[src/hdl/ptb_pkg.sv]
// ----------------------------------------------------------------------------
// ptb_pkg
// shared types and codes of the periodic timer bank
// ----------------------------------------------------------------------------
package ptb_pkg;

  localparam int NUM_SLOTS_DEF = 16;
  localparam int MAX_RESULTS   = 16;

  localparam int ID_W  = 32;
  localparam int PER_W = 24;
  // table entry: {ident, period, remaining}
  localparam int ENTRY_W = ID_W + PER_W + PER_W;

  // item kinds
  localparam logic [1:0] KIND_TICK    = 2'd0;
  localparam logic [1:0] KIND_CREATE  = 2'd1;
  localparam logic [1:0] KIND_DESTROY = 2'd2;

  // result status codes
  localparam logic [2:0] ST_CREATED   = 3'd0;
  localparam logic [2:0] ST_FULL      = 3'd1;
  localparam logic [2:0] ST_DESTROYED = 3'd2;
  localparam logic [2:0] ST_NOT_FOUND = 3'd3;
  localparam logic [2:0] ST_EXPIRED   = 3'd4;

  typedef struct packed {
    logic              valid;
    logic [2:0]        status;
    logic [ID_W-1:0]   ident;
    logic              last;
  } res_t;

endpackage

[src/hdl/ptb_ram.sv]
// ----------------------------------------------------------------------------
// ptb_ram
// generic single-write, single-read ram with registered read data
// ----------------------------------------------------------------------------
module ptb_ram #(
  parameter  int WIDTH = 8,
  parameter  int DEPTH = 16,
  localparam int AW    = (DEPTH > 1) ? $clog2(DEPTH) : 1
) (
  input  logic             clk,
  input  logic             we,
  input  logic [AW-1:0]    waddr,
  input  logic [WIDTH-1:0] wdata,
  input  logic             re,
  input  logic [AW-1:0]    raddr,
  output logic [WIDTH-1:0] rdata
);

  logic [WIDTH-1:0] mem [DEPTH];

  always_ff @(posedge clk) begin
    if (we) begin
      mem[waddr] <= wdata;
    end
    if (re) begin
      rdata <= mem[raddr];
    end
  end

endmodule

[src/hdl/ptb_ctrl.sv]
// ----------------------------------------------------------------------------
// ptb_ctrl
// slot sequencer: valid bits, serial counter and read-modify-write of the
// timer table
// ----------------------------------------------------------------------------
module ptb_ctrl #(
  parameter int NUM_SLOTS = ptb_pkg::NUM_SLOTS_DEF
) (
  input  logic                     clk,
  input  logic                     rst,
  input  logic                     in_valid,
  output logic                     in_ready,
  input  logic [1:0]               in_kind,
  input  logic [ptb_pkg::PER_W-1:0] in_interval,
  input  logic [ptb_pkg::ID_W-1:0]  in_timer_id,
  input  logic                     out_free,
  output ptb_pkg::res_t            res
);

  localparam int IDX_W = (NUM_SLOTS > 1) ? $clog2(NUM_SLOTS) : 1;
  localparam int CNT_W = $clog2(ptb_pkg::MAX_RESULTS + 1);
  localparam logic [IDX_W-1:0] LAST_IDX = IDX_W'(NUM_SLOTS - 1);

  typedef enum logic [4:0] {
    S_IDLE   = 5'b00001,
    S_CREATE = 5'b00010,
    S_READ   = 5'b00100,
    S_EVAL   = 5'b01000,
    S_FLUSH  = 5'b10000
  } state_t;

  state_t state, state_next;

  logic [IDX_W-1:0]              idx, idx_next;
  logic [1:0]                    kind, kind_next;
  logic [ptb_pkg::PER_W-1:0]     interval, interval_next;
  logic [ptb_pkg::ID_W-1:0]      req_id, req_id_next;
  logic [ptb_pkg::ID_W-1:0]      serial, serial_next;
  logic [NUM_SLOTS-1:0]          slot_valid, slot_valid_next;
  logic                          pend_valid, pend_valid_next;
  logic [ptb_pkg::ID_W-1:0]      pend_id, pend_id_next;
  logic [CNT_W-1:0]              cnt, cnt_next;

  // table port
  logic                          ram_we, ram_re;
  logic [IDX_W-1:0]              ram_waddr;
  logic [ptb_pkg::ENTRY_W-1:0]   ram_wdata, ram_rdata;

  ptb_ram #(
    .WIDTH (ptb_pkg::ENTRY_W),
    .DEPTH (NUM_SLOTS)
  ) u_table (
    .clk   (clk),
    .we    (ram_we),
    .waddr (ram_waddr),
    .wdata (ram_wdata),
    .re    (ram_re),
    .raddr (idx),
    .rdata (ram_rdata)
  );

  // entry fields of the slot under evaluation
  logic [ptb_pkg::ID_W-1:0]  ent_ident;
  logic [ptb_pkg::PER_W-1:0] ent_period, ent_rem, per;
  logic                      cur_valid, due, take, hit, at_end;

  assign ent_ident  = ram_rdata[ptb_pkg::ENTRY_W-1 -: ptb_pkg::ID_W];
  assign ent_period = ram_rdata[2*ptb_pkg::PER_W-1 -: ptb_pkg::PER_W];
  assign ent_rem    = ram_rdata[ptb_pkg::PER_W-1:0];
  assign cur_valid  = slot_valid[idx];
  assign due        = (ent_rem <= ptb_pkg::PER_W'(1));
  assign take       = cur_valid && due && (cnt < CNT_W'(ptb_pkg::MAX_RESULTS));
  assign hit        = cur_valid && (ent_ident == req_id);
  assign at_end     = (idx == LAST_IDX);
  assign per        = (interval == '0) ? ptb_pkg::PER_W'(1) : interval;

  // lowest free slot
  logic [IDX_W-1:0] free_idx;
  logic             any_free;

  always_comb begin
    free_idx = '0;
    any_free = 1'b0;
    for (int i = NUM_SLOTS - 1; i >= 0; i--) begin
      if (!slot_valid[i]) begin
        free_idx = IDX_W'(i);
        any_free = 1'b1;
      end
    end
  end

  assign in_ready = (state == S_IDLE);

  always_comb begin
    state_next      = state;
    idx_next        = idx;
    kind_next       = kind;
    interval_next   = interval;
    req_id_next     = req_id;
    serial_next     = serial;
    slot_valid_next = slot_valid;
    pend_valid_next = pend_valid;
    pend_id_next    = pend_id;
    cnt_next        = cnt;
    ram_we          = 1'b0;
    ram_re          = 1'b0;
    ram_waddr       = idx;
    ram_wdata       = {ent_ident, ent_period,
                       due ? ent_period : ent_rem - ptb_pkg::PER_W'(1)};
    res             = '0;

    case (state)
      S_IDLE: begin
        if (in_valid) begin
          kind_next       = in_kind;
          interval_next   = in_interval;
          req_id_next     = in_timer_id;
          idx_next        = '0;
          cnt_next        = '0;
          pend_valid_next = 1'b0;
          case (in_kind)
            ptb_pkg::KIND_TICK:    state_next = S_READ;
            ptb_pkg::KIND_CREATE:  state_next = S_CREATE;
            ptb_pkg::KIND_DESTROY: state_next = S_READ;
            default:               state_next = S_IDLE;
          endcase
        end
      end

      S_CREATE: begin
        if (out_free) begin
          res.valid = 1'b1;
          res.last  = 1'b1;
          if (any_free) begin
            ram_we                    = 1'b1;
            ram_waddr                 = free_idx;
            ram_wdata                 = {serial, per, per};
            slot_valid_next[free_idx] = 1'b1;
            res.status                = ptb_pkg::ST_CREATED;
            res.ident                 = serial;
            serial_next               = serial + 1'b1;
          end else begin
            res.status = ptb_pkg::ST_FULL;
          end
          state_next = S_IDLE;
        end
      end

      S_READ: begin
        ram_re     = 1'b1;
        state_next = S_EVAL;
      end

      S_EVAL: begin
        if (kind == ptb_pkg::KIND_TICK) begin
          // a new due timer pushes the held one out, which needs the output free
          if (!(take && pend_valid && !out_free)) begin
            ram_we = cur_valid;
            if (take) begin
              if (pend_valid) begin
                res.valid  = 1'b1;
                res.status = ptb_pkg::ST_EXPIRED;
                res.ident  = pend_id;
              end
              pend_valid_next = 1'b1;
              pend_id_next    = ent_ident;
              cnt_next        = cnt + 1'b1;
            end
            if (at_end) begin
              state_next = S_FLUSH;
            end else begin
              idx_next   = idx + 1'b1;
              state_next = S_READ;
            end
          end
        end else begin
          if (hit || at_end) begin
            if (out_free) begin
              res.valid  = 1'b1;
              res.last   = 1'b1;
              res.ident  = req_id;
              res.status = hit ? ptb_pkg::ST_DESTROYED : ptb_pkg::ST_NOT_FOUND;
              if (hit) begin
                slot_valid_next[idx] = 1'b0;
              end
              state_next = S_IDLE;
            end
          end else begin
            idx_next   = idx + 1'b1;
            state_next = S_READ;
          end
        end
      end

      S_FLUSH: begin
        if (!pend_valid) begin
          state_next = S_IDLE;
        end else if (out_free) begin
          res.valid       = 1'b1;
          res.status      = ptb_pkg::ST_EXPIRED;
          res.ident       = pend_id;
          res.last        = 1'b1;
          pend_valid_next = 1'b0;
          state_next      = S_IDLE;
        end
      end

      default: begin
        state_next = S_IDLE;
      end
    endcase
  end

  always_ff @(posedge clk) begin
    if (rst) begin
      state      <= S_IDLE;
      serial     <= '0;
      slot_valid <= '0;
      pend_valid <= 1'b0;
      cnt        <= '0;
      idx        <= '0;
    end else begin
      state      <= state_next;
      serial     <= serial_next;
      slot_valid <= slot_valid_next;
      pend_valid <= pend_valid_next;
      cnt        <= cnt_next;
      idx        <= idx_next;
    end
  end

  always_ff @(posedge clk) begin
    kind     <= kind_next;
    interval <= interval_next;
    req_id   <= req_id_next;
    pend_id  <= pend_id_next;
  end

endmodule

[src/hdl/periodic_timer_bank_unit.sv]
// ----------------------------------------------------------------------------
// periodic_timer_bank_unit
// bank of periodic timers: create, destroy and tick items, expiries out
// ----------------------------------------------------------------------------
//
//   channel  | dir | tdata                         | tuser       | tlast
//   ---------+-----+-------------------------------+-------------+--------
//   s_*      | in  | [23:0] interval [55:24] id    | [1:0] kind  | -
//   m_*      | out | [31:0] timer_id_res           | [2:0] status| last
//
// - per item: create writes the lowest free slot, and its result is
//   registered from the create state once the output is free; destroy reads
//   the table one slot at a time and stops at the first hit or the last slot;
//   a tick always sweeps every slot (read, then evaluate and write back)
//   followed by a flush state; the single read port of the table makes the
//   sweep go slot by slot
// - one transaction is worked on at a time; s_tready is high only when idle
// - reset clears the valid bits and the serial counter at once, no sweep
// - a stalled m_* side holds the sequencer in place; the output register lets
//   the next item be accepted while the final result waits
// ----------------------------------------------------------------------------
module periodic_timer_bank_unit #(
  parameter int NUM_SLOTS = ptb_pkg::NUM_SLOTS_DEF
) (
  input  logic        clk,
  input  logic        rst,
  // input items
  input  logic        s_tvalid,
  output logic        s_tready,
  input  logic [55:0] s_tdata,   // [23:0] interval, [55:24] timer_id
  input  logic [1:0]  s_tuser,   // [1:0] kind
  // result items
  output logic        m_tvalid,
  input  logic        m_tready,
  output logic [31:0] m_tdata,   // [31:0] timer_id_res
  output logic [2:0]  m_tuser,   // [2:0] status
  output logic        m_tlast
);

  ptb_pkg::res_t res;
  logic          out_free;

  // output register may be loaded when empty or being drained this cycle
  assign out_free = !m_tvalid || m_tready;

  ptb_ctrl #(
    .NUM_SLOTS (NUM_SLOTS)
  ) u_ctrl (
    .clk         (clk),
    .rst         (rst),
    .in_valid    (s_tvalid),
    .in_ready    (s_tready),
    .in_kind     (s_tuser),
    .in_interval (s_tdata[23:0]),
    .in_timer_id (s_tdata[55:24]),
    .out_free    (out_free),
    .res         (res)
  );

  // result register: the sequencer only offers a result when out_free is high
  always_ff @(posedge clk) begin
    if (rst) begin
      m_tvalid <= 1'b0;
    end else if (res.valid) begin
      m_tvalid <= 1'b1;
    end else if (m_tready) begin
      m_tvalid <= 1'b0;
    end
  end

  always_ff @(posedge clk) begin
    if (res.valid) begin
      m_tdata <= res.ident;
      m_tuser <= res.status;
      m_tlast <= res.last;
    end
  end

  // ---------------------------------------------------------------- checks

  // create and destroy answer with exactly one result, so it is always last
  a_single_last : assert property (@(posedge clk) disable iff (rst)
    m_tvalid && (m_tuser != ptb_pkg::ST_EXPIRED) |-> m_tlast)
    else $error("create/destroy result without last");

  // the sequencer never offers a result while idle
  a_idle_quiet : assert property (@(posedge clk) disable iff (rst)
    s_tready |-> !res.valid)
    else $error("result offered while idle");

  // a result is never offered into a full, stalled output register
  a_no_overrun : assert property (@(posedge clk) disable iff (rst)
    res.valid |-> out_free)
    else $error("result would overwrite a pending transaction");

  // an accepted create or destroy keeps the block busy for the next cycle
  a_busy_after : assert property (@(posedge clk) disable iff (rst)
    s_tvalid && s_tready &&
    (s_tuser == ptb_pkg::KIND_CREATE || s_tuser == ptb_pkg::KIND_DESTROY)
    |=> !s_tready)
    else $error("ready right after create/destroy");

endmodule

[config.mk]
export PLATFORM = sky130hd
export DESIGN_NAME = periodic_timer_bank_unit
export DESIGN_NICKNAME = d
export VERILOG_FILES = /design/src/hdl/ptb_pkg.sv /design/src/hdl/ptb_ram.sv /design/src/hdl/ptb_ctrl.sv /design/src/hdl/periodic_timer_bank_unit.sv
export SDC_FILE = /design/constraint.sdc
export NUM_CORES = 2
export LEC_CHECK = 0
export BUFFER_PORTS_ARGS = -buffer_cell sky130_fd_sc_hd__buf_2
export CORE_MARGIN = 2
export CORE_UTILIZATION = 67
export DETAILED_ROUTE_END_ITERATION = 6
export GPL_ROUTABILITY_DRIVEN = 0
export PLACE_DENSITY = 0.84
export SYNTH_ARGS = -nofsm -noshare
export SYNTH_HDL_FRONTEND = slang
export SYNTH_SLANG_ARGS = --single-unit
[constraint.sdc]
create_clock -name clk -period 21.4 [get_ports clk]
set_input_delay 4.28 -clock clk [delete_from_list [all_inputs] [get_ports clk]]
set_output_delay 4.28 -clock clk [all_outputs]
set_load 0.01 [all_outputs]
==> results <==
- The run finished, with violations left.
- The final reports fail on design-rule violations.
- The worst-case IR drop observed on VDD is 82.54 uV.
- In this run the remaining antenna-violating nets after routing total 0.
- Multiplexer cells account for 15.31% of the synthesized area.
- The instance count of the mapped netlist is 2,814.
- The clock transition at the register clock pins on the worst setup and hold paths after CTS is approximately 0.060 ns.
- The core box area is 88,510 sq um.
- The fraction of the mapped netlist area in adder cells is 0.1668%.
- 100 I/O pins were placed.
- In this run the post-CTS setup repair buffer count came out at 0.
- The final period utilization is 41.24%.
- The peak per-stage delay on the critical path is 0.99 ns.
- Headroom to the max-slew limit came out at 10.85%.
- The number of input and output port buffers inserted is 99.
- The maximum level of the CTS H-tree is 4.
- The startpoint-to-endpoint class of the critical path is input port to flip-flop.
- The DRC violations left is 7.
- The post-synthesis instance area is 60,010 sq um.
- The Yosys warning count is 0.
- The combinational family with the most area after synthesis is multiplexers.
- The simple-gate share of the synthesized area is 3.227%.
- Traced cell by cell, the critical path runs through buf_2 > nand2b_1 > nand3_1 > a21oi_4 > buf_4 > mux2i_1 > nand2b_1 > nor4_2 > buf_4 > buf_4.
- The count of buffer and inverter cells on the critical path is 4.
- After routing, the total negative slack on setup checks comes to 0 ns.
- The final route contains 32,100 vias.
- Measured on the finished design, the core utilization comes to 75.45%.
- The number of synthesized flops with an enable pin is approximately 1,500.
- Setup violations remaining at the end of the flow were counted as 0.
- The number of global-route vias before repair is 32,560.
- Buffers inserted during clock tree synthesis total 149.
- The largest net degree at the start of global routing is 174.
- Detailed placement ended at an HPWL of ~77,000 um.
- The share of synthesized registers carrying an async set or reset is 0%.
- The average cell area after synthesis is 21.33 sq um.
- The class of the tightest hold or removal check is flip-flop to flip-flop.
- The top cell family by delay on the critical path is buffers and inverters.
- The iteration count of the initial detailed-routing pass is 7.
- The count of hold buffers inserted by post-cts repair is 0.
- The number of antenna violations at the first check in global routing came to 1.
- The worst setup path is captured at a flip-flop.
- In this run the power density over the cells is 95.52 nW/um^2.
- STA puts the critical path data arrival time at 9.17 ns.
- In this run, synthesis produced a sequential element count of 1,550.
- In this run, post-CTS repair resized a total of 0 instances.
- Using the TritonRoute via totals, the vias-per-cell ratio works out to 7.487.
- The compound-gate portion of the synthesized area is 2.617%.
- STA classifies the critical path startpoint as an input port.
- The fraction of final layout cells with drive strength greater than 1 is 26.55%.
- TritonCTS built the clock tree.
- The die outline area is approximately 92,000 sq um.
- The number of rows created at floorplan is approximately 110.
- The routed length per instance is 36.40 um.
- After the last flow step, the layout net total stands at 3,068.
- For this configuration, the core starts out at a cell density of 67.80%.
- 0 antenna diodes ended up in the layout.
- Counting I/O delays and the setup requirement, the final critical path takes around 8.8 ns.
- Among all stages on the critical path, the largest delay is contributed by buf_4.
- The die is 303.3 um tall.
- The global routing usage summed across all routing layers is 34.96%.
- The max-capacitance violation count is 0.
- The number of different library cells used by synthesis comes to 71.
- The die is just over 300 um wide.
- The area growth from synthesis to layout is 11.28%.
- Among all flip-flop cells after synthesis, the most frequent one is edfxtp_1.
- After global routing the overflow that remains totals 0.
- In this run the worst path has a maximum fanout of 59.
- The setup clock skew after layout is 0.02905 ns.
- The first global-routing pass estimated 226,400 um of wire.
- The clock sink total is 1,550.
- The sequential area share after synthesis is 76.49%.
- The required time of the worst setup path is between 20 and 25 ns.
- The number of buffers on the longest clock path is 3.
- The number of failing hold endpoints at the final stage came to 0.
- Setup repair after global routing left no endpoint under its margin.
- The leakage power is 20.55 nW.
- The post-synthesis share of cell area spent on xor and xnor gates is about 1.1%.
- The measured slew at the worst slew-check pin is ~1.3 ns.
- The routed design has 156,100 um of wire.
- The detailed router finished its first iteration with 5,344 violations.
- The clock tree root driver cell is clkbuf_16.
- Clock latency on the worst-skew pair, taken at its later pin, is 0.76 ns.
- The maximum clock frequency is 113.3 MHz.
- The cell occurring most often along the worst timing path is buf_4.
- The max-slew violation count is 0.
- The number of nets in the synthesized netlist is between 2,000 and 3,000.
-- kinds of logic (layout without fill, tap and decap cells) --
family / Yosys count / after routing
AOI/OAI and AO/OA: 221 / 221
xor gates and xnor gates: 77 / 77
adders and majority gates: 8 / 8
buffers and inverters: 159 / 467
DFF: 1550 / 1550
muxes: 413 / 413
and+or+nand+nor: 386 / 386
-- routing by layer --
layer,track usage (%),routed length (um),share of wire (%),vias to the layer above
met1,45.78,51420,33,16300
li1,-,-,-,12110
met4,17.11,8631,5.5,2
met2,57.41,78630,50,3036
met3,6.854,17360,11,646
met5,0,13,0.0083,-
-- per-stage QoR --
stage	setup slack, ns	power (mW)	hold slack (ns)	instance area, sq um	std cells
after floorplan	7.625	3.743	0.4581	60010	2814
after global placement	12.29	3.849	0.4654	62080	4007
after detailed placement	12.09	3.866	0.4837	62090	4008
after CTS	12.74	6.396	0.4919	66740	4283
after global routing	12.39	6.523	0.5259	66780	4287
final	12.57	6.379	0.4938	66780	4287
-- flip-flops by register name, indices dropped and copies added (netlist names) --
name and flops:
u_ctrl.serial 32, u_ctrl.cnt 5, u_ctrl.kind 2, u_ctrl.interval 24
u_ctrl.pend_valid 1, u_ctrl.pend_id 32, m_tlast 1, u_ctrl.u_table.rdata 80
u_ctrl.slot_valid 16, m_tvalid 1, u_ctrl.state 5, u_ctrl.req_id 32
u_ctrl.u_table.mem 1280, m_tdata 32, m_tuser 3, u_ctrl.idx 4
-- cells in the final DEF, fill, tap and decap left out, types with 5 or more instances in the layout --
master and count:
xnor2_1 57, nand4_1 18, a21oi_1 45, and3_1 8, edfxtp_1 1486, buf_4 62, a31oi_1 5, and2_1 29
clkbuf_16 156, clkbuf_1 35, mux2i_1 8, inv_1 26, o21ai_0 33, nand3_1 26, nor2b_1 6, or3_1 15
clkinv_2 32, o21ai_1 15, nor3_2 7, a21o_1 32, nand2b_1 5, nor4_2 14, mux4_2 404, nor3_1 21
nor4_1 10, a32o_1 9, ha_1 8, dfxtp_1 60, buf_2 100, nor2_1 84, xor2_1 20, nand2_1 118
clkinv_1 32, a221o_1 32, bufinv_16 6
-- report_power, final --
part / switching, mW / internal, mW
logic: 0.232 / 0.212
clock network: 1.14 / 1.42
registers: 0.0366 / 3.34
total: 1.41 / 4.97
-- tightest hold or removal path: cells and delay by family (launching register included) --
kind           cells  cell delay [ns]
flip-flops         1             0.31
AO/OA/AOI/OAI      2             0.13
-- Yosys cell counts (27+ instances only) --
cell | instances | share of area [%]
buf_1 | 33 | 0.21
dfxtp_1 | 64 | 2.1
nand2_1 | 118 | 0.74
xnor2_1 | 57 | 0.83
clkbuf_1 | 84 | 0.53
nor2_1 | 86 | 0.54
o21ai_0 | 45 | 0.38
a21oi_1 | 47 | 0.39
a21o_1 | 33 | 0.41
a221o_1 | 32 | 0.53
and2_1 | 30 | 0.31
edfxtp_1 | 1486 | 74
inv_1 | 27 | 0.17
mux4_2 | 404 | 15
-- cell type report --
cell class,instances,area [sq um]
clock buffers,193,4063
clock inverters,82,594.3
fillers,4240,21730
inverters,27,101.3
multi-input cells,1105,13620
flip-flops and latches,1550,45920
well taps,1165,1458
repair buffers,165,1026
-- path summary, 6_finish.rpt --
path / startpoint / slack (ns) / cells after the start / end
min: u_ctrl.serial[18]$_SDFFE_PP0P_ / 0.49 / 2 / u_ctrl.serial[18]$_SDFFE_PP0P_
max reg2reg: u_ctrl.state[1]$_SDFFE_PP0P_ / 15.52 / 9 / u_ctrl.u_table.mem[2][59]$_DFFE_PP_
max: m_tready / 12.57 / 10 / u_ctrl.u_table.mem[2][59]$_DFFE_PP_
min reg2reg: u_ctrl.serial[18]$_SDFFE_PP0P_ / 0.49 / 2 / u_ctrl.serial[18]$_SDFFE_PP0P_
Note: power is estimated with default switching activity, not from simulation.
